File: src/hdl/mh3_pkg.sv
// Shared types, constants and helper functions of the MurmurHash3 bucket block.
package mh3_pkg;

	localparam int unsigned WORD_W = 32;
	localparam int unsigned CNT_W = 3;
	localparam int unsigned CFG_IDX_W = 1;
	localparam int unsigned DIV_CNT_W = 5;

	localparam logic [WORD_W-1:0] MIX_C1 = 32'hcc9e2d51;
	localparam logic [WORD_W-1:0] MIX_C2 = 32'h1b873593;
	localparam logic [WORD_W-1:0] UPD_ADD = 32'he6546b64;
	localparam logic [WORD_W-1:0] FIN_M1 = 32'h85ebca6b;
	localparam logic [WORD_W-1:0] FIN_M2 = 32'hc2b2ae35;

	localparam logic [CNT_W-1:0] FULL_BYTES = 3'd4;

	// Configuration register indexes.
	localparam logic [CFG_IDX_W-1:0] REG_SEED = 1'b0;
	localparam logic [CFG_IDX_W-1:0] REG_BUCKET = 1'b1;

	typedef enum logic [2:0] {
		ST_IDLE,
		ST_MIX,
		ST_UPD,
		ST_FIN0,
		ST_FIN1,
		ST_FIN2,
		ST_DIV,
		ST_DONE
	} state_t;

	typedef struct packed {
		logic accept;
		logic mix;
		logic update;
		logic fin0;
		logic fin1;
		logic fin2;
		logic div_step;
		logic out_load;
	} cmd_t;

	typedef struct packed {
		logic nb_zero;
		logic key_end;
		logic div_last;
	} status_t;

	function automatic logic [WORD_W-1:0] rotl15(input logic [WORD_W-1:0] v);
		rotl15 = {v[WORD_W-16:0], v[WORD_W-1:WORD_W-15]};
	endfunction

	function automatic logic [WORD_W-1:0] rotl13(input logic [WORD_W-1:0] v);
		rotl13 = {v[WORD_W-14:0], v[WORD_W-1:WORD_W-13]};
	endfunction

endpackage

File: src/hdl/mh3_datapath.sv
// Datapath of the MurmurHash3 bucket block: config registers, mixer, finalizer, divider.
module mh3_datapath
	import mh3_pkg::*;
(
	input  logic                 clk,
	input  logic                 arst_n,
	input  logic                 cfg_we,
	input  logic [CFG_IDX_W-1:0] cfg_index,
	input  logic [WORD_W-1:0]    cfg_data,
	input  logic [WORD_W-1:0]    data_word,
	input  logic [CNT_W-1:0]     valid_bytes,
	input  logic                 last_word,
	input  cmd_t                 cmd,
	output status_t              status,
	output logic [WORD_W-1:0]    hash_value,
	output logic [WORD_W-1:0]    bucket_index
);

	logic [WORD_W-1:0]    seed_q;
	logic [WORD_W-1:0]    bucket_q;
	logic                 in_key_q;
	logic [WORD_W-1:0]    hash_q;
	logic [WORD_W-1:0]    total_q;
	logic [WORD_W-1:0]    k_q;
	logic                 full_q;
	logic                 zero_q;
	logic                 end_q;
	logic [WORD_W-1:0]    f_q;
	logic [WORD_W-1:0]    h_q;
	logic [WORD_W-1:0]    rem_q;
	logic [WORD_W-1:0]    sh_q;
	logic [DIV_CNT_W-1:0] cnt_q;
	logic [WORD_W-1:0]    out_hash_q;
	logic [WORD_W-1:0]    out_bucket_q;

	logic [CNT_W-1:0]  nb;
	logic [WORD_W-1:0] masked;
	logic [WORD_W-1:0] x_upd;
	logic [WORD_W-1:0] r_upd;
	logic [WORD_W-1:0] f0;
	logic [WORD_W-1:0] f1;
	logic [WORD_W:0]   trial;
	logic [WORD_W:0]   diff;

	always_comb begin
		nb = (valid_bytes > FULL_BYTES) ? FULL_BYTES : valid_bytes;
		case (nb)
			3'd0: masked = '0;
			3'd1: masked = {24'd0, data_word[7:0]};
			3'd2: masked = {16'd0, data_word[15:0]};
			3'd3: masked = {8'd0, data_word[23:0]};
			default: masked = data_word;
		endcase
		x_upd = hash_q ^ k_q;
		r_upd = rotl13(x_upd);
		f0 = (hash_q ^ total_q) ^ ((hash_q ^ total_q) >> 16);
		f1 = f_q ^ (f_q >> 13);
		// With a bucket count of zero nothing is ever subtracted, so the
		// remainder ends up equal to the hash, as for a count of 2^32.
		trial = {rem_q, sh_q[WORD_W-1]};
		diff = trial - {1'b0, bucket_q};
	end

	always_ff @(posedge clk or negedge arst_n) begin
		if (!arst_n) begin
			seed_q <= '0;
			bucket_q <= {{(WORD_W-1){1'b0}}, 1'b1};
		end else if (cfg_we) begin
			case (cfg_index)
				REG_SEED: seed_q <= cfg_data;
				REG_BUCKET: bucket_q <= cfg_data;
				default: ;
			endcase
		end
	end

	always_ff @(posedge clk or negedge arst_n) begin
		if (!arst_n) begin
			in_key_q <= 1'b0;
		end else if (cmd.accept) begin
			in_key_q <= 1'b1;
		end else if (cmd.fin0) begin
			in_key_q <= 1'b0;
		end
	end

	always_ff @(posedge clk) begin
		if (cmd.accept) begin
			if (!in_key_q) begin
				hash_q <= seed_q;
				total_q <= {{(WORD_W-CNT_W){1'b0}}, nb};
			end else begin
				total_q <= total_q + {{(WORD_W-CNT_W){1'b0}}, nb};
			end
			k_q <= masked * MIX_C1;
			full_q <= (nb == FULL_BYTES);
			zero_q <= (nb == '0);
			end_q <= last_word || (nb != FULL_BYTES);
		end
		if (cmd.mix) begin
			k_q <= rotl15(k_q) * MIX_C2;
		end
		if (cmd.update) begin
			if (full_q) begin
				hash_q <= (r_upd << 2) + r_upd + UPD_ADD;
			end else begin
				hash_q <= x_upd;
			end
		end
		if (cmd.fin0) begin
			f_q <= f0 * FIN_M1;
		end
		if (cmd.fin1) begin
			f_q <= f1 * FIN_M2;
		end
		if (cmd.fin2) begin
			h_q <= f_q ^ (f_q >> 16);
			sh_q <= f_q ^ (f_q >> 16);
			rem_q <= '0;
			cnt_q <= '0;
		end
		if (cmd.div_step) begin
			rem_q <= diff[WORD_W] ? trial[WORD_W-1:0] : diff[WORD_W-1:0];
			sh_q <= {sh_q[WORD_W-2:0], 1'b0};
			cnt_q <= cnt_q + 1'b1;
		end
		if (cmd.out_load) begin
			out_hash_q <= h_q;
			out_bucket_q <= rem_q;
		end
	end

	assign status.nb_zero = zero_q;
	assign status.key_end = end_q;
	assign status.div_last = &cnt_q;
	assign hash_value = out_hash_q;
	assign bucket_index = out_bucket_q;

endmodule

File: src/hdl/mh3_ctrl.sv
// Controller state machine of the MurmurHash3 bucket block.
module mh3_ctrl
	import mh3_pkg::*;
(
	input  logic    clk,
	input  logic    arst_n,
	input  logic    in_valid,
	output logic    in_ready,
	output logic    out_valid,
	input  logic    out_ready,
	input  status_t status,
	output cmd_t    cmd
);

	state_t state_q;
	state_t state_d;
	logic   out_valid_q;
	logic   out_free;

	assign out_free = !out_valid_q || out_ready;

	always_ff @(posedge clk or negedge arst_n) begin
		if (!arst_n) begin
			state_q <= ST_IDLE;
			out_valid_q <= 1'b0;
		end else begin
			state_q <= state_d;
			if (cmd.out_load) begin
				out_valid_q <= 1'b1;
			end else if (out_ready) begin
				out_valid_q <= 1'b0;
			end
		end
	end

	always_comb begin
		state_d = state_q;
		cmd = '0;
		in_ready = 1'b0;
		case (state_q)
			ST_IDLE: begin
				in_ready = 1'b1;
				if (in_valid) begin
					cmd.accept = 1'b1;
					state_d = ST_MIX;
				end
			end
			ST_MIX: begin
				if (status.nb_zero) begin
					state_d = ST_FIN0;
				end else begin
					cmd.mix = 1'b1;
					state_d = ST_UPD;
				end
			end
			ST_UPD: begin
				cmd.update = 1'b1;
				state_d = status.key_end ? ST_FIN0 : ST_IDLE;
			end
			ST_FIN0: begin
				cmd.fin0 = 1'b1;
				state_d = ST_FIN1;
			end
			ST_FIN1: begin
				cmd.fin1 = 1'b1;
				state_d = ST_FIN2;
			end
			ST_FIN2: begin
				cmd.fin2 = 1'b1;
				state_d = ST_DIV;
			end
			ST_DIV: begin
				cmd.div_step = 1'b1;
				if (status.div_last) begin
					state_d = ST_DONE;
				end
			end
			ST_DONE: begin
				if (out_free) begin
					cmd.out_load = 1'b1;
					state_d = ST_IDLE;
				end
			end
			default: begin
				state_d = ST_IDLE;
			end
		endcase
	end

	assign out_valid = out_valid_q;

endmodule

File: src/hdl/murmur3_32_hash_bucket.sv
// Top level of the streaming MurmurHash3 (x86_32) hash and bucket select block.
//
// The block hashes a key that arrives as little-endian 32-bit words on the
// slave stream and returns one transaction per key on the master stream: the
// finalized MurmurHash3 of the key and that hash modulo the bucket count.
// Each input transaction carries a word and a count of valid low-order bytes
// (0 to 4, larger counts act as 4); tlast marks the final word, and a word
// with fewer than four bytes also ends the key. The seed is sampled when the
// first word of a key is taken, so writing the seed register mid-key takes
// effect from the next key. A bucket count of zero acts as 2^32, so the
// bucket index then equals the hash. A full word that does not end the
// key passes through accept, second mix multiply and hash update, and the
// block takes no new word until that update is done. A key's final word
// goes through mixing, the finalizer's multiply and xor-shift steps,
// bit-serial restoring division for the bucket index and the load of the
// output register; an empty final word skips the second mix multiply and
// the hash update. The result waits in an output register, and the next
// key's first word is accepted while it waits; a second result waits for
// the first to be taken.
module murmur3_32_hash_bucket
	import mh3_pkg::*;
(
	input  logic                 clk,
	input  logic                 arst_n,
	// Configuration write port: index 0 is the seed, index 1 the bucket count.
	input  logic                 cfg_we,
	input  logic [CFG_IDX_W-1:0] cfg_index,
	input  logic [WORD_W-1:0]    cfg_data,
	// Slave stream.
	input  logic                 s_axis_tvalid,
	output logic                 s_axis_tready,
	input  logic [39:0]          s_axis_tdata,  // [31:0] data_word, [34:32] valid_bytes
	input  logic                 s_axis_tlast,  // last_word
	// Master stream.
	output logic                 m_axis_tvalid,
	input  logic                 m_axis_tready,
	output logic [63:0]          m_axis_tdata   // [31:0] hash_value, [63:32] bucket_index
);

	cmd_t              cmd;
	status_t           status;
	logic [WORD_W-1:0] hash_value;
	logic [WORD_W-1:0] bucket_index;

	// The controller sequences the mix, finalizer and division steps and owns
	// the handshakes; the datapath holds every payload register.
	mh3_ctrl u_ctrl (
		.clk       (clk),
		.arst_n    (arst_n),
		.in_valid  (s_axis_tvalid),
		.in_ready  (s_axis_tready),
		.out_valid (m_axis_tvalid),
		.out_ready (m_axis_tready),
		.status    (status),
		.cmd       (cmd)
	);

	// Bits 39:35 of the input data are padding and are ignored.
	mh3_datapath u_dp (
		.clk          (clk),
		.arst_n       (arst_n),
		.cfg_we       (cfg_we),
		.cfg_index    (cfg_index),
		.cfg_data     (cfg_data),
		.data_word    (s_axis_tdata[31:0]),
		.valid_bytes  (s_axis_tdata[34:32]),
		.last_word    (s_axis_tlast),
		.cmd          (cmd),
		.status       (status),
		.hash_value   (hash_value),
		.bucket_index (bucket_index)
	);

	assign m_axis_tdata = {bucket_index, hash_value};

endmodule

File: config.mk
export PLATFORM = sky130hd
export DESIGN_NAME = murmur3_32_hash_bucket
export DESIGN_NICKNAME = d
export VERILOG_FILES = /design/src/hdl/mh3_pkg.sv /design/src/hdl/mh3_datapath.sv /design/src/hdl/mh3_ctrl.sv /design/src/hdl/murmur3_32_hash_bucket.sv
export SDC_FILE = /design/constraint.sdc
export NUM_CORES = 2
export LEC_CHECK = 0
export BUFFER_PORTS_ARGS = -buffer_cell sky130_fd_sc_hd__buf_2
export CORE_MARGIN = 1
export CORE_UTILIZATION = 39
export CTS_CLUSTER_SIZE = 14
export DETAILED_ROUTE_END_ITERATION = 8
export SETUP_SLACK_MARGIN = 0.2
export SLEW_MARGIN = 10
export SYNTH_ARGS = -nofsm -noshare
export SYNTH_HDL_FRONTEND = slang
export SYNTH_SLANG_ARGS = --single-unit
File: constraint.sdc
create_clock -name clk -period 16.74 [get_ports clk]
set_input_delay 0.837 -clock clk [delete_from_list [all_inputs] [get_ports clk]]
set_output_delay 0.837 -clock clk [all_outputs]
set_load 0.02 [all_outputs]
==> results.txt <==
* Outcome: finished with violations
- The checks that failed: DRC.
- Summing the sequential cell areas from Yosys gives 20.1% of the chip area.
- Proportion of layout cells with a drive suffix above 1: 7.05%
- Summed over all layers, the global routing overflow is 0.
- Initial standard-cell utilization of the core: 39.4%
- Across the run, the number of max-cap violations was 0.
* Average cell area after synthesis: 10.5 sq um
* DRT Wirelength: 139 mm
- Floorplan die width: 369 um
* Maximum number of pins on one net before global-route repair: 70
- Row generation in the floorplan step produced 134 rows.
- Count of instances resized after the clock tree is built: 0
- The clock reaches the later pin of the worst-skew pair after 0.60 ns.
- Clock tree synthesis inserted a total of 42 buffers.
* Most Frequent Cell on Critical Path: fa_1
- Total negative setup slack: 0 ns
* Ys async rst share: 18.9%
- Kind of start point of the critical path: register
- Count of vias placed by the detailed router: 34900
- Biggest cell delay along the critical path: 0.94 ns
* DRC viols: 18
* Core Box Area: 134000 sq um
- Worst path slowest cell: xor2_1
- For the pin with the worst max-slew slack, the measured transition is 1.25 ns.
* Synth Register Bits: 365
- Total count of max-transition violations in the final report: 0
* Final setup skew: 0.0371 ns
- Leading cell type in the layout, fill and taps excluded: inv_1
- Port bufs: 139
* Overall routing resource usage: 20.7%
- Distinct cells, synth: 82
* Start of the worst register-to-register path: u_dp.hash_q[25]
- Dividing the detail-routed wire length by the instance count gives 19.8 um.
- Detailed placement ended at an HPWL of 118 mm.
- CTS Buffer Depth: 3
- Most common flop cell mapped by yosys: edfxtp_1
* Number of nets in the synthesized netlist: 6699
* CTS Sinks: 365
- Yosys mapped a number of flops with a built-in enable equal to 295.
* Post-route clock period utilization: 52.1%
* Per-cell via count in the routed design: 4.99
- Cell family with most CP delay: adder cells
- In the layout the commonest cells are 1292 x inv_1, 858 x ha_1, 726 x fa_1.
- Setup repair after global routing left no endpoint under its margin.
- Along the worst path, the maximum fanout reaches 7.
* Post-cts hold buffer count: 0
* Hold Fails Final Rpt: 0
* Die ar.: 136000 sq um
- In this run the post-CTS setup repair buffer count came out at 0.
* Wire length of the first global-routing pass: 215 mm
- Setup crit start: u_dp.hash_q[25]
- After clock tree synthesis, the clock-pin slew on the worst setup and hold paths is 0.06 ns.
- During synthesis, Yosys emitted a total of 0 warnings.
- Number of global-route vias before repair: 37000
- Final critical path time including I/O delays and setup: 8.72 ns
- The detailed router finished its first iteration with 2081 violations.
- Area Growth Syn to Fin: 8.46%
- Clk Tree Root Cell: clkbuf_16
- Count of final setup violators: 0
- DIE HEIGHT: 369 um
- In this run the tightest slew margin relative to its limit is 15.9%.
* Net count, final: 6864
* Hold WC Path Type: in2async
- The filler cells instantiated in the layout total 12900.
- The congestion estimate from routability-driven global placement came to 0.956.
- Count of TritonRoute iterations in the first routing pass: 8
- Timing would allow up to 115 MHz.
- CTS tree: yes
* Number of antenna violations at the first check in global routing: 8
* Number of H-tree levels: 2
- Gate count of the mapped netlist: 5036
- Together, buffers and inverters on the worst path number 4.
- Post-synthesis instance area: 52600 sq um
* Crit path required time: 17.05 ns
* Crit. End Element: register
- Setup Crit Path Kind: reg2reg
* Top Ports: 145
- The detail route stage leaves a number of antenna-violating nets equal to 0.
- Data arrival time of the worst path: 9.03 ns
## synth_stat cells (59+ instances only)
master / number / area (sq um)
nor2_1: 173 / 649
a21o_1: 89 / 668
fa_1: 726 / 14500
clkbuf_1: 59 / 221
ha_1: 858 / 10700
dfrtp_1: 68 / 1700
mux2_2: 70 / 788
inv_1: 1293 / 4850
edfxtp_1: 295 / 8860
xor2_1: 145 / 1270
a21oi_1: 161 / 806
o21ai_0: 134 / 671
nand2_1: 161 / 604
xnor2_1: 277 / 2430
## cell type report
class | count | area [sq um] | share of cell area (%)
multi-input cells | 3308 | 37000 | 64.7
diodes | 4 | 10.0 | 0.0175
well taps | 1768 | 2210 | 3.87
clock buffers | 58 | 1230 | 2.15
flip-flops and latches | 365 | 10600 | 18.6
clock inverters | 17 | 138 | 0.241
repair buffers | 191 | 1090 | 1.91
inverters | 1293 | 4850 | 8.50
## layer usage
metal / GRT usage (%) / vias to the layer above / wire (um)
met5: 0 / - / 0
met4: 6.14 / 0 / 4500
met3: 1.87 / 189 / 5710
met2: 35.7 / 706 / 68000
met1: 27.6 / 17500 / 60300
li1: - / 16500 / -
## per-stage QoR
step	hold slack (ns)	std cells	cell area (sq um)	worst slack, ns	utilization [%]
floorplan	0.400	5036	52600	9.08	-
global placement	0.401	6925	55700	7.95	41.7
detailed placement	0.405	6925	55700	7.83	41.7
CTS	0.383	7000	57100	8.06	42.7
global route	0.416	7000	57100	7.60	42.7
finish	0.375	7004	57100	8.02	42.7
## final timing paths
check | end | cells past startpoint | slack [ns]
setup / recovery | u_dp.f_q[31] | 25 | 8.02
hold / removal | u_dp.bucket_q[7] | 1 | 0.38
setup reg to reg | u_dp.f_q[31] | 25 | 8.02
hold reg to reg | u_dp.hash_value[23] | 0 | 0.41
max in group asynchronous | u_ctrl.out_valid | 1 | 15.74
min in group clk | u_dp.hash_value[23] | 0 | 0.41
## logic make-up after synthesis
kind of cell             share of synthesized area (%)
AO/OA/AOI/OAI                                     7.43
XOR/XNOR                                          7.07
multiplexers                                      2.20
adder cells (fa/ha/maj)                           48.0
AND/OR/NAND/NOR                                   5.39
buffers and inverters                             9.77
flip-flops                                        20.1
Power is left out: the tool's default activity adds up to more than one toggle a clock period on the data nets, which glitch-free logic cannot reach.
